### src/rtl/core/tpe_pkg.sv
// shared constants, types and elaboration-time table functions for the tropopause estimator
`default_nettype none

package tpe_pkg;

    localparam int TPE_STAGES    = 9;
    localparam int TPE_POW_DEPTH = 256;

    localparam int TPE_LAT_W = 15;
    localparam int TPE_PA_W  = 17;
    localparam int TPE_DOY_W = 9;
    localparam int TPE_EST_W = 18;
    localparam int TPE_IDX_W = 4;

    // register indexes
    localparam logic [TPE_IDX_W-1:0] TPE_REG_EQUATOR = 4'd0;
    localparam logic [TPE_IDX_W-1:0] TPE_REG_POLE    = 4'd1;
    localparam logic [TPE_IDX_W-1:0] TPE_REG_DAY     = 4'd2;
    localparam logic [TPE_IDX_W-1:0] TPE_REG_MODE    = 4'd3;

    localparam logic [TPE_PA_W-1:0]  TPE_EQUATOR_RST = 17'd9500;
    localparam logic [TPE_PA_W-1:0]  TPE_POLE_RST    = 17'd26000;
    localparam logic [TPE_DOY_W-1:0] TPE_DAY_RST     = 9'd0;

    // floor(2^44 / 1875): reciprocal for the ramp divide by 7500 with 2^16 scale
    localparam logic [33:0] TPE_RECIP_K = 34'd9382499223;
    localparam logic [10:0] TPE_DIV_C   = 11'd1875;

    localparam logic [63:0] TPE_PI_Q30  = 64'd3373259426;
    localparam logic [63:0] TPE_LN2_Q32 = 64'd2977044472;
    localparam logic [63:0] TPE_HSCALE  = 64'd2903748903;
    localparam logic [63:0] TPE_ONE_Q32 = 64'd4294967296;

    typedef struct packed {
        logic [TPE_STAGES-1:0] en;
        logic [TPE_STAGES-1:0] vld;
    } tpe_pipe_ctrl_t;

    function automatic longint tpe_log2_q32(input logic [63:0] v);
        int          e;
        logic [63:0] m;
        logic [63:0] frac;
        e    = 0;
        frac = 64'd0;
        for (int i = 1; i < 64; i++) begin
            if (v[i]) e = i;
        end
        if (e > 31) m = v >> (e - 31);
        else m = v << (31 - e);
        for (int i = 0; i < 32; i++) begin
            m = (m * m) >> 31;
            if (m >= TPE_ONE_Q32) begin
                m = m >> 1;
                frac = frac | (64'd1 << (31 - i));
            end
        end
        return longint'(e - 32) * longint'(TPE_ONE_Q32) + longint'(frac);
    endfunction

    function automatic logic [63:0] tpe_exp2_q32(input longint t);
        longint      n;
        logic [63:0] f;
        logic [63:0] z;
        logic [63:0] term;
        logic [63:0] sum;
        n    = t >>> 32;
        f    = {32'd0, t[31:0]};
        z    = (f * TPE_LN2_Q32) >> 32;
        term = TPE_ONE_Q32;
        sum  = term;
        for (int i = 1; i <= 13; i++) begin
            term = ((term * z) >> 32) / 64'(i);
            sum  = sum + term;
        end
        if (n >= 0) return (n < 8) ? (sum << n) : {64{1'b1}};
        if (n <= -40) return 64'd0;
        return sum >> (-n);
    endfunction

    // height in q16 metres for a q32 pressure ratio x of a table point
    function automatic longint tpe_height_q16(input logic [63:0] x);
        logic [63:0] y;
        logic [63:0] mag;
        longint      h;
        y = 64'd0;
        if (x != 64'd0) y = tpe_exp2_q32(tpe_log2_q32(x) * 19 / 100);
        mag = (y <= TPE_ONE_Q32) ? (TPE_ONE_Q32 - y) : (y - TPE_ONE_Q32);
        h   = longint'((TPE_HSCALE * (mag >> 8)) >> 24);
        return (y <= TPE_ONE_Q32) ? h : -h;
    endfunction

    // seasonal term in q16 pascals for a half-degree angle of 0..180
    function automatic logic [63:0] tpe_season_q16(input logic [63:0] a);
        logic [63:0] th;
        logic [63:0] th2;
        logic [63:0] term;
        longint      sum;
        th   = a * TPE_PI_Q30 / 64'd360;
        th2  = (th * th) >> 30;
        term = 64'd1 << 30;
        sum  = longint'(term);
        for (int n = 1; n <= 10; n++) begin
            term = ((term * th2) >> 30) / 64'((2 * n - 1) * (2 * n));
            if ((n % 2) == 1) sum = sum - longint'(term);
            else sum = sum + longint'(term);
        end
        if (sum < 0) sum = 0;
        if (sum > (longint'(1) << 30)) sum = longint'(1) << 30;
        return (64'(sum) * 64'd5000) >> 14;
    endfunction

endpackage

`default_nettype wire

### src/rtl/core/tpe_pipe_ctrl.sv
// valid and stall control for the stages of the estimator pipeline
`default_nettype none

module tpe_pipe_ctrl
    import tpe_pkg::*;
(
    input  wire logic           aclk,
    input  wire logic           aresetn,
    input  wire logic           in_valid,
    output logic                in_ready,
    input  wire logic           out_ready,
    output tpe_pipe_ctrl_t      ctrl
);

    logic [TPE_STAGES-1:0] vld_reg;
    logic [TPE_STAGES-1:0] vld_next;
    logic [TPE_STAGES-1:0] en;

    // a stage loads when empty or when the stage after it moves on
    always_comb begin
        en[TPE_STAGES-1] = !vld_reg[TPE_STAGES-1] || out_ready;
        for (int i = TPE_STAGES - 2; i >= 0; i--) begin
            en[i] = !vld_reg[i] || en[i+1];
        end
    end

    always_comb begin
        vld_next = vld_reg;
        if (en[0]) vld_next[0] = in_valid;
        for (int i = 1; i < TPE_STAGES; i++) begin
            if (en[i]) vld_next[i] = vld_reg[i-1];
        end
    end

    always_ff @(posedge aclk) begin
        if (!aresetn) begin
            vld_reg <= '0;
        end else begin
            vld_reg <= vld_next;
        end
    end

    assign in_ready = en[0];
    assign ctrl.en  = en;
    assign ctrl.vld = vld_reg;

endmodule

`default_nettype wire

### config.mk
export PLATFORM = sky130hd
export DESIGN_NAME = tpe_pipe_ctrl
export DESIGN_NICKNAME = d
export VERILOG_FILES = /design/src/rtl/core/tpe_pkg.sv /design/src/rtl/core/tpe_pipe_ctrl.sv
export SDC_FILE = /design/constraint.sdc
export NUM_CORES = 1
export LEC_CHECK = 0
export BUFFER_PORTS_ARGS = -buffer_cell sky130_fd_sc_hd__buf_2
export CELL_PAD_IN_SITES_DETAIL_PLACEMENT = 1
export CELL_PAD_IN_SITES_GLOBAL_PLACEMENT = 1
export CORE_MARGIN = 3
export CORE_UTILIZATION = 28
export CTS_CLUSTER_SIZE = 12
export DETAILED_ROUTE_END_ITERATION = 12
export GPL_ROUTABILITY_DRIVEN = 0
export HOLD_SLACK_MARGIN = 0.06
export PLACE_DENSITY = 0.83
export RECOVER_POWER = 50
export SLEW_MARGIN = 10
export SYNTH_ARGS = -nofsm -noshare
export SYNTH_HDL_FRONTEND = slang
export SYNTH_SLANG_ARGS = --single-unit
### constraint.sdc
create_clock -name aclk -period 2.4 [get_ports aclk]
set_input_delay 0.12 -clock aclk [delete_from_list [all_inputs] [get_ports aclk]]
set_output_delay 0.12 -clock aclk [all_outputs]
set_load 0.1 [all_outputs]
# After elaboration in Yosys (flattened, before gate mapping)
# Index checks and enable logic that the tools add are counted.
[word_totals]
latch_bits = 0
ff_bits = 9
ramBits = 0
rom_bits = 0
n_memories = 0
[classes]
shift = 0
div_mod_pow = 0
eq_ne = 0
muxes = 0
order_cmp = 0
n_addsub = 0
n_bitwise = 0
reduce_logical = 18
n_mul = 0
[ops]
columns = ["operator", "count"]
rows = [
  ["1-bit logical NOT", 9],
  ["1-bit logical OR", 9],
]

# Depth between registers and ports, before layout
# Gate-level depths: netlist of the first run.
[logic_depth]
word_depth = 10
ltp_mapped = 5

# Least setup slack after synthesis of the first run
# No wires, ideal clock.
[synth_path]
path_type = "register to output"
startpoint = "register vld_reg[7]"
endpoint = "output port ctrl[9] (netlist bit)"
path_slack_ns = -0.919
path_stages_with_launch = 6
required_ns = 2.280
t_arrival_ns = 3.199
path_buffers = 1
path_cell_list = "dfxtp_1 > and3b_2 > inv_2 > nor3_4 > nand3_1 > buf_4"
[synth_lines]
columns = ["element", "line_no", "rtl"]
rows = [
  ["start, declared", "tpe_pipe_ctrl.sv:15", "logic [TPE_STAGES-1:0] vld_reg;"],
  ["start signal, assigned", "tpe_pipe_ctrl.sv:39", "vld_reg <= vld_next;"],
  ["end, declared", "tpe_pipe_ctrl.sv:12", "output tpe_pipe_ctrl_t ctrl"],
]

==> results of run 1 <==
## power by group
| group | switching [mW] | internal (mW) |
|---|---|---|
| Clock | 0.0551 | 0.0642 |
| Sequential | 0.00389 | 0.152 |
| Combinational | 0.0257 | 0.00700 |
| Total | 0.0848 | 0.223 |
## per-stage QoR
stage                     utilization [%]  setup WS [ns]  cell area, µm²
final                                44.9          0.637             533
after global routing                 44.9          0.485             533
after CTS                            46.1          0.678             547
after detailed placement             43.0          0.980             510
after global placement               43.0          0.996             510
after floorplan                         -         0.0246             394
## worst register-to-register path, delay by kind of cell, from the launching register on
kind / cells / cell delay (ns)
compound gates: 1 / 0.13
buf+inv: 2 / 0.20
flops: 1 / 0.34
simple gates: 2 / 0.53
## kinds of logic after synthesis
| group | Yosys count | synth area share, % |
|---|---|---|
| flops | 9 | 47.8 |
| buf+inv | 6 | 6.98 |
| simple gates | 20 | 28.6 |
| compound gates | 9 | 16.6 |
## final cells by class
type                    instances  area share [%]
well taps                      14            3.29
flip-flops and latches          9            34.5
multi-input cells              29            33.6
inverters                       4            2.82
clock buffers                   4            4.93
repair buffers                 23            20.9
## routing by layer
layer | vias to the layer above | track usage (%)
met5 | - | 0
met4 | 0 | 7.45
met3 | 4 | 7.20
met2 | 15 | 20.4
met1 | 177 | 14.3
li1 | 195 | -
## path summary, 6_finish.rpt
check / start / endpoint / slack (ns)
worst min-delay path: out_ready / vld_reg[8] / 0.17
worst max-delay path: vld_reg[8] / ctrl[9] / 0.64
worst min register to register: vld_reg[7] / vld_reg[8] / 0.49
worst max register to register: vld_reg[8] / vld_reg[0] / 1.13
## cell usage in the layout, fill, tap and decap left out, drive strengths merged
| cell type | count |
|---|---|
| o21a | 3 |
| o21ai | 4 |
| dlygate4sd3 | 1 |
| and3b | 1 |
| nand2b | 1 |
| nor3 | 1 |
| clkbuf | 11 |
| buf | 15 |
| nor2 | 1 |
| inv | 4 |
| a21oi | 1 |
| nand2 | 10 |
| nand3 | 5 |
| dfxtp | 9 |
| a21boi | 1 |
| nor2b | 1 |
==> results.tsv, run 1 <==
metric	value	unit
worst vdd ir	0.000346	V
Area contributors post-synth	dfxtp_1 48%, nand2_1 10%, nand3_1 6.6%	
Slew headroom	22.6	%
Total Neg Setup Slack	0	ns
fin crit period	1.76	ns
Final Cycle Share	73.4	%
Net count, final	74	
Die Width	42.7	µm
met2 wire length	500	µm
I/O pins	23	
Post-Layout Cell Count	83	
Antenna Nets Post-Route	0	
top_reg_cell synth	dfxtp_1	
initial antenna violation count	0	
register area	184	µm²
gr usage total	13.3	%
CTS tree	built	
maximum number of pins on one net before global-route repair	14	
synthesized cell area	377	µm²
slowest stage cell, crit path	dfxtp_1	
growth of design area from synthesis to finish	41.5	%
vias in the first global route	394	
fmax	567	MHz
port bufs	22	
Post-CTS Setup Repair Bufs	0	
max-cap check violation count	0	
initial core utilization	31.8	%
DRT met1 WL	415	µm
WP data arrival	1.64	ns
Hold Path Stages	3	
RSZ-0062 raised after global routing	false	
CTS Hold Bufs	1	
total CTS buffers	3	
area of the multi-input gates	179	µm²
PwrDens	578	nW/µm²
Pleak	0.202	nW
routed via count	391	
Setup crit end kind	output pin	
drt pass-1 iters	2	
# H-tree levels	1	
Syn Inst Count	44	
# diodes	0	
crit path buf inv count	2	
Yosys top cell by area	dfxtp_1	
first-pass GRT wire length	1790	µm
Post-CTS Resized	0	
R2R depth	5	
Final Skew	0.00427	ns
critical path class	reg -> out	
family with the most delay on the worst path	simple AND/OR/NAND/NOR gates	
Syn. warnings	0	
Cell Rows	12	
drt via density	4.71	
Reg clk slew, reported paths	0.06	ns
Slew Viols, Final	0	
worst hold path type	in -> reg	
Levels on crit path	5	
DRT iter0 DRCs	1	
Final Power	308	µW
Root Buffer	clkbuf_4	
Post-Place Cells	78	
die height	42.7	µm
Synth Register Bits	9	
most frequent cell after synthesis	nand2_1	
hpwl dp	779	µm
maximum clock insertion buffer count	2	
Seq/Total Area, Yosys	47.8	%
synth unique cells	17	
core area	1190	µm²
GR Overflow Total	0	
DRT Wirelength	1030	µm
layout filler cell count	162	
run status	finished, final reports clean	
CP peak stage delay	0.34	ns
Least-Margin Pin Slew	1.17	ns
DR WL/cell	12.4	µm
clk sink count	9	
Avg Cell Area, Syn	8.56	µm²
asr flop ratio synth	0	%
# DRC	0	
Setup-failing EPs final	0	
critical path cell sequence	and3b_1, inv_1, nor3_4, nand3_4, buf_2	
top cells by count, synth	10 x nand2_1, 9 x dfxtp_1, 5 x nand3_1	
share of cells above drive strength 1	39.1	%
die area	1820	µm²
max reg flops	9	
Clock Latency Late Sink	0.26	ns
Final Hold Fails	0	
WHS	0.174	ns
Post-synth EDFFs	0	
CP Launch Type	flop	
synthesized net count	48	
top-area cell type share of the netlist area	47.8	%
WP data required	2.28	ns
met3 WL	85	µm
critical path peak fanout	4	
uppermost layer routed	met4	
Note: power is estimated with default switching activity, not from simulation.
==> inputs of run 2 (changes only) <==
Settings changed: CORE_UTILIZATION 28 to 26, PLACE_DENSITY 0.83 to 0.78.
Clock period 2.4 ns to 1.8 ns, I/O delays scaled along.
==> results.tsv, run 2 (same netlist as run 1, synthesis figures left out) <==
metric	value	unit	change
worst vdd ir	0.000298	V	-14%
GR Overflow Total	0		unchanged
DR WL/cell	10.9	µm	-12%
total CTS buffers	3		unchanged
hpwl dp	754	µm	-3.2%
Least-Margin Pin Slew	1.16	ns	-0.00193 ns
Net Sw Power	106	µW	+25%
# H-tree levels	1		unchanged
RSZ-0062 raised after global routing	false		
vias in the first global route	351		-11%
flop-to-flop setup slack	0.61	ns	-0.52 ns
final instance area	572	µm²	+7.3%
Post-CTS Setup Repair Bufs	0		unchanged
Setup crit end kind	output pin		
Final Hold Fails	0		unchanged
# diodes	0		unchanged
run status	finished, final reports clean		
CP Launch Type	flop		
growth of design area from synthesis to finish	51.8	%	
WP data required	1.71	ns	-0.57 ns
# DRC	0		unchanged
maximum number of pins on one net before global-route repair	14		unchanged
max reg flops	9		unchanged
max-cap check violation count	0		unchanged
CTS tree	built		
Final Skew	0.00387	ns	-0.000404 ns
commonest cells after routing, fill and taps aside	15 x buf_2, 9 x nand2_1, 5 x clkbuf_2		
Antenna Nets Post-Route	0		unchanged
Pleak	0.222	nW	+10%
critical path class	reg -> out		
Final Cycle Share	91.1	%	
WP data arrival	1.55	ns	-0.09 ns
DRT Wirelength	912	µm	-11%
Root Buffer	clkbuf_4		
Final Core Density	42.9	%	-2.1 points
I/O pins	23		unchanged
fmax	610	MHz	
worst hold path type	in -> reg		
initial core utilization	28.2	%	-3.5 points
Slew headroom	22.7	%	+0.11 points
Hold Path Stages	2		-1
R2R depth	5		unchanged
drt pass-1 iters	1		-1
clock power share	38.1	%	-0.6 points
min-delay src	aresetn		
core area	1330	µm²	+12%
maximum clock insertion buffer count	2		unchanged
DRT iter0 DRCs	0		-1
Reg clk slew, reported paths	0.06	ns	about the same
Power Internal	294	µW	+32%
port bufs	22		unchanged
slowest stage cell, crit path	dfxtp_1		
critical path cell sequence	and3b_2, inv_8, nor3_4, inv_2, buf_2		
clk sink count	9		unchanged
Clock Latency Late Sink	0.25	ns	about the same
hold path endpoint	vld_reg[2]		
Post-Place Cells	79		+1.3%
Net count, final	74		unchanged
Setup-failing EPs final	0		unchanged
die height	44.1	µm	+3.2%
Cell Rows	13		+1
Post-Layout Cell Count	84		+1.2%
most common cell after layout, fill and taps aside	buf_2		
Critical R2R Launch	vld_reg[7]		
Placed Area	546	µm²	+6.9%
crit path from	vld_reg[7]		
routed via count	382		-2.3%
drt via density	4.55		-3.5%
WHS	0.168	ns	-0.00571 ns
gr usage total	10.4	%	-2.9 points
fin crit period	1.64	ns	
critical path peak fanout	4		unchanged
Sequential Power Share	51.1	%	+0.5 points
sw frac	26.5	%	-1.0 points
r2r endpoint	vld_reg[4]		
die area	1940	µm²	+6.6%
Total Neg Setup Slack	0	ns	unchanged
family with the most delay on the worst path	simple AND/OR/NAND/NOR gates		
Slew Viols, Final	0		unchanged
initial antenna violation count	0		unchanged
share of cells above drive strength 1	58.0	%	+19 points
crit path buf inv count	3		+1
PwrDens	700	nW/µm²	+21%
Die Width	44.1	µm	+3.2%
CP peak stage delay	0.34	ns	about the same
logic gate share of total power	10.8	%	+0.2 points
first-pass GRT wire length	1410	µm	-21%
[run 2: cell types whose count changed in the layout (fill, tap and decap cells not counted), moves of 2 or more]
cell / previous run / this run
dfxtp_4: 0 / 3
clkbuf_1: 8 / 1
clkbuf_2: 0 / 5
dfxtp_1: 6 / 2
buf_1: 0 / 2
[run 2: metal layers]
layer / routed length, µm / global-route usage, %
met1: 379 / 12.3
met2: 442 / 15.4
met3: 90 / 4.07
met4: 0 / 7.23
met5: 0 / 0
[run 2: worst max-delay path by stage]
stage | end | slack [ns] | depth (start not counted)
3_5_place_dp | ctrl[11] | 0.43 | 5
4_1_cts | ctrl[11] | 0.15 | 5
2_1_floorplan | ctrl[9] | -0.10 | 5
6_report | ctrl[11] | 0.16 | 5
3_3_place_gp | ctrl[11] | 0.45 | 5
5_1_grt | ctrl[11] | 0.03 | 5
[run 2: layout make-up]
cell class / count / area (µm²)
clock buffers: 4 / 26.3
fillers: 180 / 762
inverters: 4 / 22.5
multi-input cells: 29 / 190
flip-flops and latches: 9 / 196
well taps: 15 / 18.8
repair buffers: 23 / 118
[run 2: power groups by stage]
stage / Combinational (mW) / Sequential, mW / Clock [mW]
floorplan: 0.00802 / 0.231 / 0
global placement: 0.0420 / 0.206 / 0
detailed placement: 0.0426 / 0.206 / 0
CTS: 0.0442 / 0.201 / 0.162
global route: 0.0453 / 0.205 / 0.179
finish: 0.0433 / 0.204 / 0.152
[run 2: through the flow]
step	worst slack (ns)	power [mW]
after floorplan	-0.105	0.239
after CTS	0.145	0.408
final	0.161	0.400
after detailed placement	0.432	0.248
after global placement	0.454	0.248
after global routing	0.0266	0.430
[run 2: repair_timing]
item	CTS	global route
endpoints found under the setup margin	0	0
hold buffers	1	0
endpoints found under the hold margin	1	0
resized for setup	0	0
